`config.mk`:
```
export PLATFORM = sky130hd
export DESIGN_NAME = utf8_whitespace_opcode_decoder
export DESIGN_NICKNAME = d
export VERILOG_FILES = /design/src/rtl/utf8wd_pkg.sv /design/src/rtl/utf8_whitespace_opcode_decoder.sv
export SDC_FILE = /design/constraint.sdc
export NUM_CORES = 1
export LEC_CHECK = 0
export BUFFER_PORTS_ARGS = -buffer_cell sky130_fd_sc_hd__buf_2
export CORE_UTILIZATION = 35
export DETAILED_ROUTE_END_ITERATION = 8
export PLACE_DENSITY = 0.54
export SLEW_MARGIN = 20
export SYNTH_ARGS = -nofsm -noshare
export SYNTH_HDL_FRONTEND = slang
export SYNTH_SLANG_ARGS = --single-unit
```
`constraint.sdc`:
```
create_clock -name aclk -period 2.9 [get_ports aclk]
set_input_delay 0.435 -clock aclk [delete_from_list [all_inputs] [get_ports aclk]]
set_output_delay 0.435 -clock aclk [all_outputs]
set_load 0.05 [all_outputs]
```
`src/rtl/utf8wd_pkg.sv`:
```
// ----------------------------------------------------------------------------
// utf8wd_pkg
// Shared widths, byte-pattern constants and the space-character lookup for
// the UTF-8 whitespace opcode decoder.
// ----------------------------------------------------------------------------
package utf8wd_pkg;

    localparam int unsigned CP_W     = 21;
    localparam int unsigned OP_W     = 4;
    localparam int unsigned PEND_W   = 2;
    localparam int unsigned S_DATA_W = 8;
    localparam int unsigned S_USER_W = 1;
    localparam int unsigned M_DATA_W = 32;
    localparam int unsigned M_USER_W = 2;

    // Input kind codes
    localparam logic KIND_DATA = 1'b0;
    localparam logic KIND_EOS  = 1'b1;

    // Lead and continuation byte patterns
    localparam logic [7:0] LEAD2_MASK = 8'hE0;
    localparam logic [7:0] LEAD2_VAL  = 8'hC0;
    localparam logic [7:0] LEAD3_MASK = 8'hF0;
    localparam logic [7:0] LEAD3_VAL  = 8'hE0;
    localparam logic [7:0] LEAD4_MASK = 8'hF8;
    localparam logic [7:0] LEAD4_VAL  = 8'hF0;
    localparam logic [7:0] CONT_MASK  = 8'hC0;
    localparam logic [7:0] CONT_VAL   = 8'h80;

    // Mapped space characters
    localparam logic [CP_W-1:0] CP_IDEO_SPACE = 21'h003000;
    localparam logic [CP_W-1:0] CP_SPACE_BASE = 21'h002000;

    // Opcodes
    localparam logic [OP_W-1:0] OP_RIGHT = 4'd0;
    localparam logic [OP_W-1:0] OP_LEFT  = 4'd1;
    localparam logic [OP_W-1:0] OP_INC   = 4'd2;
    localparam logic [OP_W-1:0] OP_DEC   = 4'd3;
    localparam logic [OP_W-1:0] OP_OUT   = 4'd4;
    localparam logic [OP_W-1:0] OP_IN    = 4'd5;
    localparam logic [OP_W-1:0] OP_OPEN  = 4'd6;
    localparam logic [OP_W-1:0] OP_CLOSE = 4'd7;
    localparam logic [OP_W-1:0] OP_NOP   = 4'd8;

    typedef struct packed {
        logic            is_token;
        logic [OP_W-1:0] opcode;
    } token_t;

    // Map a code point to its token flag and opcode
    function automatic token_t token_lookup(input logic [CP_W-1:0] cp);
        token_t tok;
        tok.is_token = 1'b0;
        tok.opcode   = OP_RIGHT;
        if (cp == CP_IDEO_SPACE) begin
            tok.is_token = 1'b1;
            tok.opcode   = OP_RIGHT;
        end else if (cp[CP_W-1:3] == CP_SPACE_BASE[CP_W-1:3]) begin
            tok.is_token = 1'b1;
            tok.opcode   = {1'b0, cp[2:0]} + OP_LEFT;
        end
        return tok;
    endfunction

endpackage

```
`src/rtl/utf8_whitespace_opcode_decoder.sv`:
```
// ----------------------------------------------------------------------------
// utf8_whitespace_opcode_decoder
// Byte-stream UTF-8 decoder that flags nine space characters as opcodes.
// ----------------------------------------------------------------------------
// Path: input register, then decode into the result register.
// Throughput: one byte per cycle unless a stalled result holds the input;
//   the decode state updates in a single pass.
// Reset: aresetn, synchronous active low, empties both registers and returns
//   the decoder to idle with a cleared accumulator.
module utf8_whitespace_opcode_decoder (
    input  logic                           aclk,
    input  logic                           aresetn,
    // s_tdata: [7:0] data_byte
    input  logic [utf8wd_pkg::S_DATA_W-1:0] s_tdata,
    // s_tuser: [0] kind
    input  logic [utf8wd_pkg::S_USER_W-1:0] s_tuser,
    input  logic                           s_tvalid,
    output logic                           s_tready,
    // m_tdata: [20:0] codepoint, [24:21] opcode, [31:25] zero
    output logic [utf8wd_pkg::M_DATA_W-1:0] m_tdata,
    // m_tuser: [0] is_token, [1] malformed
    output logic [utf8wd_pkg::M_USER_W-1:0] m_tuser,
    output logic                           m_tvalid,
    input  logic                           m_tready
);
    import utf8wd_pkg::*;

    logic              in_valid_reg;
    logic              in_kind_reg;
    logic [7:0]        in_byte_reg;

    logic [PEND_W-1:0] pend_reg, pend_next;
    logic [CP_W-1:0]   part_reg, part_next;

    logic              out_valid_reg;
    logic [CP_W-1:0]   out_cp_reg, out_cp_next;
    logic              out_tok_reg;
    logic [OP_W-1:0]   out_op_reg;
    logic              out_bad_reg, out_bad_next;

    logic              emit;
    logic              out_free;
    logic              consume;
    logic [CP_W-1:0]   shifted;
    token_t            tok;

    assign out_free = !out_valid_reg || m_tready;
    assign consume  = in_valid_reg && out_free;
    assign s_tready = !in_valid_reg || out_free;

    // Capture the request
    always_ff @(posedge aclk) begin
        if (!aresetn) begin
            in_valid_reg <= 1'b0;
        end else if (s_tready) begin
            in_valid_reg <= s_tvalid;
        end
        if (s_tvalid && s_tready) begin
            in_kind_reg <= s_tuser[0];
            in_byte_reg <= s_tdata[7:0];
        end
    end

    assign shifted = {part_reg[CP_W-7:0], in_byte_reg[5:0]};

    // Decode one byte against the pending state
    always_comb begin
        pend_next    = pend_reg;
        part_next    = part_reg;
        emit         = 1'b0;
        out_cp_next  = '0;
        out_bad_next = 1'b0;
        if (in_kind_reg == KIND_EOS) begin
            if (pend_reg != '0) begin
                emit         = 1'b1;
                out_bad_next = 1'b1;
                pend_next    = '0;
                part_next    = '0;
            end
        end else if (pend_reg == '0) begin
            priority if (!in_byte_reg[7]) begin
                emit        = 1'b1;
                out_cp_next = {{(CP_W-8){1'b0}}, in_byte_reg};
                part_next   = '0;
            end else if ((in_byte_reg & LEAD2_MASK) == LEAD2_VAL) begin
                pend_next = 2'd1;
                part_next = {{(CP_W-5){1'b0}}, in_byte_reg[4:0]};
            end else if ((in_byte_reg & LEAD3_MASK) == LEAD3_VAL) begin
                pend_next = 2'd2;
                part_next = {{(CP_W-4){1'b0}}, in_byte_reg[3:0]};
            end else if ((in_byte_reg & LEAD4_MASK) == LEAD4_VAL) begin
                pend_next = 2'd3;
                part_next = {{(CP_W-3){1'b0}}, in_byte_reg[2:0]};
            end else begin
                emit         = 1'b1;
                out_bad_next = 1'b1;
                part_next    = '0;
            end
        end else if ((in_byte_reg & CONT_MASK) != CONT_VAL) begin
            emit         = 1'b1;
            out_bad_next = 1'b1;
            pend_next    = '0;
            part_next    = '0;
        end else begin
            pend_next = pend_reg - 2'd1;
            if (pend_reg == 2'd1) begin
                emit        = 1'b1;
                out_cp_next = shifted;
                part_next   = '0;
            end else begin
                part_next = shifted;
            end
        end
    end

    assign tok = token_lookup(out_cp_next);

    // Advance decode state
    always_ff @(posedge aclk) begin
        if (!aresetn) begin
            pend_reg <= '0;
            part_reg <= '0;
        end else if (consume) begin
            pend_reg <= pend_next;
            part_reg <= part_next;
        end
    end

    // Load or drain the result register
    always_ff @(posedge aclk) begin
        if (!aresetn) begin
            out_valid_reg <= 1'b0;
        end else if (out_free) begin
            out_valid_reg <= consume && emit;
        end
        if (consume && emit) begin
            out_cp_reg  <= out_cp_next;
            out_tok_reg <= tok.is_token;
            out_op_reg  <= tok.opcode;
            out_bad_reg <= out_bad_next;
        end
    end

    assign m_tvalid = out_valid_reg;
    assign m_tdata  = {{(M_DATA_W-CP_W-OP_W){1'b0}}, out_op_reg, out_cp_reg};
    assign m_tuser  = {out_bad_reg, out_tok_reg};

endmodule

```
; After elaboration in Yosys (flattened, before gate mapping)
; Cells that the tools add are included.
[classes]
addsub = 2
n_bitwise = 1
n_reduce_logical = 12
mux = 36
eq_ne = 10
[op_table]
columns = cell, n
row1 = 21-bit 2-to-1 mux, 4
row2 = 15-bit 2-to-1 mux, 5
row3 = "21-bit by 14-bit equality test with 1-bit output, second input constant", 1
row4 = "18-bit by 11-bit equality test with 1-bit output, second input constant", 1
row5 = 2-bit 2-to-1 mux, 8
row6 = 5-bit 2-to-1 mux, 3
row7 = 1-bit 2-to-1 mux, 13
row8 = 7-bit 2-to-1 mux, 1
row9 = "5-bit equality test, second input constant", 1
row10 = "5-bit by 2-bit != test with 1-bit output, second input constant", 1
row11 = "3-bit by 1-bit adder with 4-bit output, second input constant", 1
row12 = "4-bit equality test, second input constant", 1
row13 = 4-bit 2-to-1 mux, 1
row14 = 4-bit AND reduction, 1
row15 = "3-bit equality test, second input constant", 1
row16 = 1-bit logical AND, 3
row17 = 3-bit 2-to-1 mux, 1
row18 = "3-bit != test, second input constant", 1
row19 = "2-bit by 1-bit equality test with 1-bit output, second input constant", 1
row20 = 1-bit logical NOT, 2
row21 = 2-bit logical NOT, 1
row22 = 1-bit logical OR, 2
row23 = "2-bit by 1-bit != test with 1-bit output, second input constant", 1
row24 = "2-bit != test, second input constant", 1
row25 = 5 further kinds, 5
[totals]
reg_bits = 55
in_bits = 13
output_inout_bits = 36

; Depth between registers and ports, before layout
[depth]
depth_word = 8
ltp_mapped = 10
ltp_nobuf = 9

; Worst setup path after synthesis
; Ideal clock, no wire load.
[synth_path]
path_kind = flip-flop to flip-flop
from = reg pend_reg[0]
to = reg out_bad_reg, enable pin
period_less_slack_ps = 2853
path_buffers = 2
arrival_time_ps = 2443
setup_ps = 411
slack_ps = 47
stages_incl_launch_ff = 8
cell_sequence = dfxtp_1 inv_1 ha_1 clkbuf_1 nand2_1 nand3_1 clkbuf_1 nor2_1
[synth_between]
elab_chain_len = 6
word_cells_on_any_way = 9
classes_between = eq/ne: 1 / mux: 5 / reduce/logical: 3
[synth_lines]
columns = element, line_no
row1 = from (decl), utf8_whitespace_opcode_decoder.sv:32  ; logic [PEND_W-1:0] pend_reg, pend_next;
row2 = from (signal assigned), utf8_whitespace_opcode_decoder.sv:124  ; pend_reg <= pend_next;
row3 = 2-bit by 1-bit equality test with 1-bit output, utf8_whitespace_opcode_decoder.sv:106  ; if (pend_reg == 2'd1) begin
row4 = 1-bit 2-to-1 mux, utf8_whitespace_opcode_decoder.sv:106
row5 = 1-bit 2-to-1 mux, utf8_whitespace_opcode_decoder.sv:99  ; end else if ((in_byte_reg & CONT_MASK) != CONT_VAL) begin
row6 = 1-bit 2-to-1 mux, utf8_whitespace_opcode_decoder.sv:80  ; end else if (pend_reg == '0) begin
row7 = 1-bit 2-to-1 mux (*), utf8_whitespace_opcode_decoder.sv:73  ; if (in_kind_reg == KIND_EOS) begin
row8 = 1-bit logical AND (*), utf8_whitespace_opcode_decoder.sv:136  ; if (consume && emit) begin
row9 = to (signal assigned), utf8_whitespace_opcode_decoder.sv:140  ; out_bad_reg <= out_bad_next;
row10 = to (decl), utf8_whitespace_opcode_decoder.sv:39  ; logic out_bad_reg, out_bad_next;
; Mark *: on every way between the ends. The rest lies on a longest branch, timed or not.
; A chain may end at the register's enable or synchronous reset.

; Final worst setup path
[layout_path]
from = reg pend_reg[0]
to = reg out_tok_reg, data pin
[layout_between]
elab_chain_len = 7
word_cells_on_any_way = 9
classes_between = eq/ne: 3 / mux: 5 / reduce/logical: 1
[layout_lines]
columns = element, line_no
row1 = 2-bit by 1-bit equality test with 1-bit output, utf8_whitespace_opcode_decoder.sv:106
row2 = 21-bit 2-to-1 mux, utf8_whitespace_opcode_decoder.sv:106
row3 = 21-bit 2-to-1 mux, utf8_whitespace_opcode_decoder.sv:99
row4 = 21-bit 2-to-1 mux (*), utf8_whitespace_opcode_decoder.sv:80
row5 = 21-bit 2-to-1 mux (*), utf8_whitespace_opcode_decoder.sv:73
row6 = 18-bit by 11-bit equality test with 1-bit output, utf8wd_pkg.sv:58  ; end else if (cp[CP_W-1:3] == CP_SPACE_BASE[CP_W-1:3]) begin
row7 = 5-bit 2-to-1 mux, utf8wd_pkg.sv:58
row8 = to (signal assigned), utf8_whitespace_opcode_decoder.sv:138  ; out_tok_reg <= tok.is_token;
row9 = to (decl), utf8_whitespace_opcode_decoder.sv:37  ; logic out_tok_reg;
; Marks and branches as above.

==> reports/metrics.csv <==
metric,value,unit
status,"complete, no violations",
required_arrival_time_at_the_worst_endpoint,2.95,ns
placementRows,30,
final_cell_area,2890,um^2
critical_path.slowest_cell,sky130_fd_sc_hd__dfxtp_1,
hold_violation_total_from_the_final_report,0,
num_vias,1672,
synth_enable_flop_cells,36,
post-synth-top-area-cell,sky130_fd_sc_hd__edfxtp_1,
clock_insertion_delay_worst_skew,0.30,ns
routabilityCongestion,0.785,
post-dp-hpwl,3280,um
synth.yosys.warnings,0,
clock_sink_count,55,
path_common_cell,sky130_fd_sc_hd__ha_1,
ant_nets,0,
cts_max_level,2,
clk_pin_slew,0.10,ns
slew_worst_pin,0.633,ns
die_width,86.2,um
grt_overflow_total,0,
ys_types,43,
cp_max_fo,9,
vdd_drop_max,0.000312,V
post_cts_hold_buffer_count,0,
synthToLayoutAreaGrowth,16.4,%
drt-total-wl,4730,um
globalRouteTotalUtil,13.3,%
clock.fmax,0.428,GHz
nets,275,
post_cts.resized_instances,0,
rsz0062_at_grt,false,
critPathMaxStageDelay,0.39,ns
min_period,2.34,ns
dpl_cell_area,2750,um^2
cts_made_buffers,5,
finalMaxSlewViolations,0,
first_pass_iteration_count_of_the_detailed_router,4,
yosys.cell_count.top_type,sky130_fd_sc_hd__edfxtp_1,
netlist_area,2480,um^2
grt_antenna_before_repair,0,
powerDensity,564,nW/um^2
largest_register_ff_count,21,
insertedDiodeCount,0,
grt_pass1_vias,1529,
netlist_top_cells_area,"sky130_fd_sc_hd__edfxtp_1 (44%), sky130_fd_sc_hd__dfxtp_1 (15%), sky130_fd_sc_hd__and2_1 (4.8%)",
netlist.area_leader.share,43.6,%
die_h,86.2,um
async_reset_ff_share,0,%
grt_first_pass_wirelength,7670,um
power.leakage,1.09,nW
cts_root_buf,sky130_fd_sc_hd__clkbuf_8,
crit_type,reg -> reg,
critPathArrivalTime,2.39,ns
boundaryPins,49,
yosys_register_bits,55,
grt_start_max_net_pins,28,
synth_seq_area_share,58.9,%
ys_top_cells_by_count,"sky130_fd_sc_hd__edfxtp_1 (36), sky130_fd_sc_hd__and2_1 (19), sky130_fd_sc_hd__dfxtp_1 (19), sky130_fd_sc_hd__nand2_1 (19), sky130_fd_sc_hd__nand3_1 (13)",
post_synth.cell_area_avg,11.3,um^2
floorplan.initialDensity,36.3,%
remaining_drc_errors,0,
hp-class,in -> reg,
worst_clock_skew_on_the_final_layout,0.00563,ns
cell_chain_of_the_critical_path,inv_1 > ha_1 > nand4bb_1 > a21oi_2 > nand2_1 > ha_1 > nor3b_1 > nand4_1 > a21oi_1,
worst_setup_path_end_kind,flip-flop,
relative_slew_margins,57.7,%
routed_via_density,4.71,
syn-instance-count,219,
clk_path_buf_depth,2,
timing.max_cap.violations,0,
finalCritPeriodShare,80.6,%
post-cts-setup-buffer-count,0,
ys_dominant_reg_cell,sky130_fd_sc_hd__edfxtp_1,
totalNegativeSetupSlack,0,ns
initialDrtViolationCount,75,
critical_path.startpoint_type,flip-flop,
placement.io_buffers,41,
setup-violations-final,0,
coreArea,6830,um^2
fp.dieArea,7430,um^2
p_total,0.00163,W
drive_gt1_share,24.7,%
wl_per_cell,13.3,um
cts_tree,yes,
==> cell type report <==
| type | instances | area [um^2] |
|---|---|---|
| clock buffers | 5 | 68.8 |
| well taps | 96 | 120 |
| fillers | 693 | 3940 |
| inverters | 10 | 37.5 |
| flip-flops and latches | 55 | 1460 |
| multi-input cells | 141 | 898 |
| clock inverters | 3 | 67.6 |
| repair buffers | 45 | 235 |
==> placed cells by master, fill, tap and decap left out, drive strengths merged, types with 2 or more instances in the layout <==
cell,instances
nand3,13
mux2i,2
clkbuf,5
a21boi,10
ha,4
or3,2
a32oi,5
conb,7
and2,20
edfxtp,36
bufinv,2
buf,45
dfxtp,19
nor2,8
nor3,5
o21ai,6
nor4,3
and3,2
a21oi,7
inv,10
nand2b,5
nor3b,2
nor2b,8
nand2,19
==> report_power, final <==
| group | internal [W] | total, W | switching [W] |
|---|---|---|---|
| logic | 0.0000411 | 0.000158 | 0.000116 |
| registers | 0.000855 | 0.000875 | 0.0000203 |
| clock network | 0.000344 | 0.000597 | 0.000253 |
| total | 0.00124 | 0.00163 | 0.000389 |
==> cell families after synthesis <==
kind of cell,after synthesis,share of synthesized area [%]
and+or+nand+nor,91,21.0
DFF,55,58.9
AOI/OAI and AO/OA,36,10.9
buffers and inverters,29,5.90
adders and majority gates,4,2.02
muxes,2,0.807
other,1,0.151
xor gates and xnor gates,1,0.353
==> metrics by stage <==
stage	setup WS, ns	utilization, %	hold slack, ns	cells
finish	0.562	42.3	0.300	355
global route	0.409	42.3	0.289	355
CTS	0.559	42.3	0.293	355
detailed placement	0.564	40.3	0.453	347
global placement	0.661	40.3	0.453	347
floorplan	0.0466	-	0.434	225
==> critical path, delay by kind of cell, from the launching register on <==
| kind | cells | cell delay [ns] |
|---|---|---|
| simple gates | 4 | 0.75 |
| flops | 1 | 0.39 |
| fa+ha+maj | 2 | 0.52 |
| compound gates | 2 | 0.37 |
| buf+inv | 1 | 0.06 |
==> routing by layer <==
layer	part of all wire (%)	vias up	global-route usage [%]
met5	0	-	0
met4	0.74	0	4.09
met3	5.3	2	2.95
met2	43	52	20.2
met1	51	778	19.1
li1	-	840	-
==> worst paths after layout <==
kind	depth (start not counted)	end	slack, ns	start
worst max-delay path	9	out_tok_reg	0.56	pend_reg[0]
worst min-delay path	1	in_byte_reg[7]	0.30	s_tdata[7]
worst max register to register	9	out_tok_reg	0.56	pend_reg[0]
worst min register to register	2	pend_reg[1]	0.46	pend_reg[1]
Note: power is estimated with default switching activity, not from simulation.
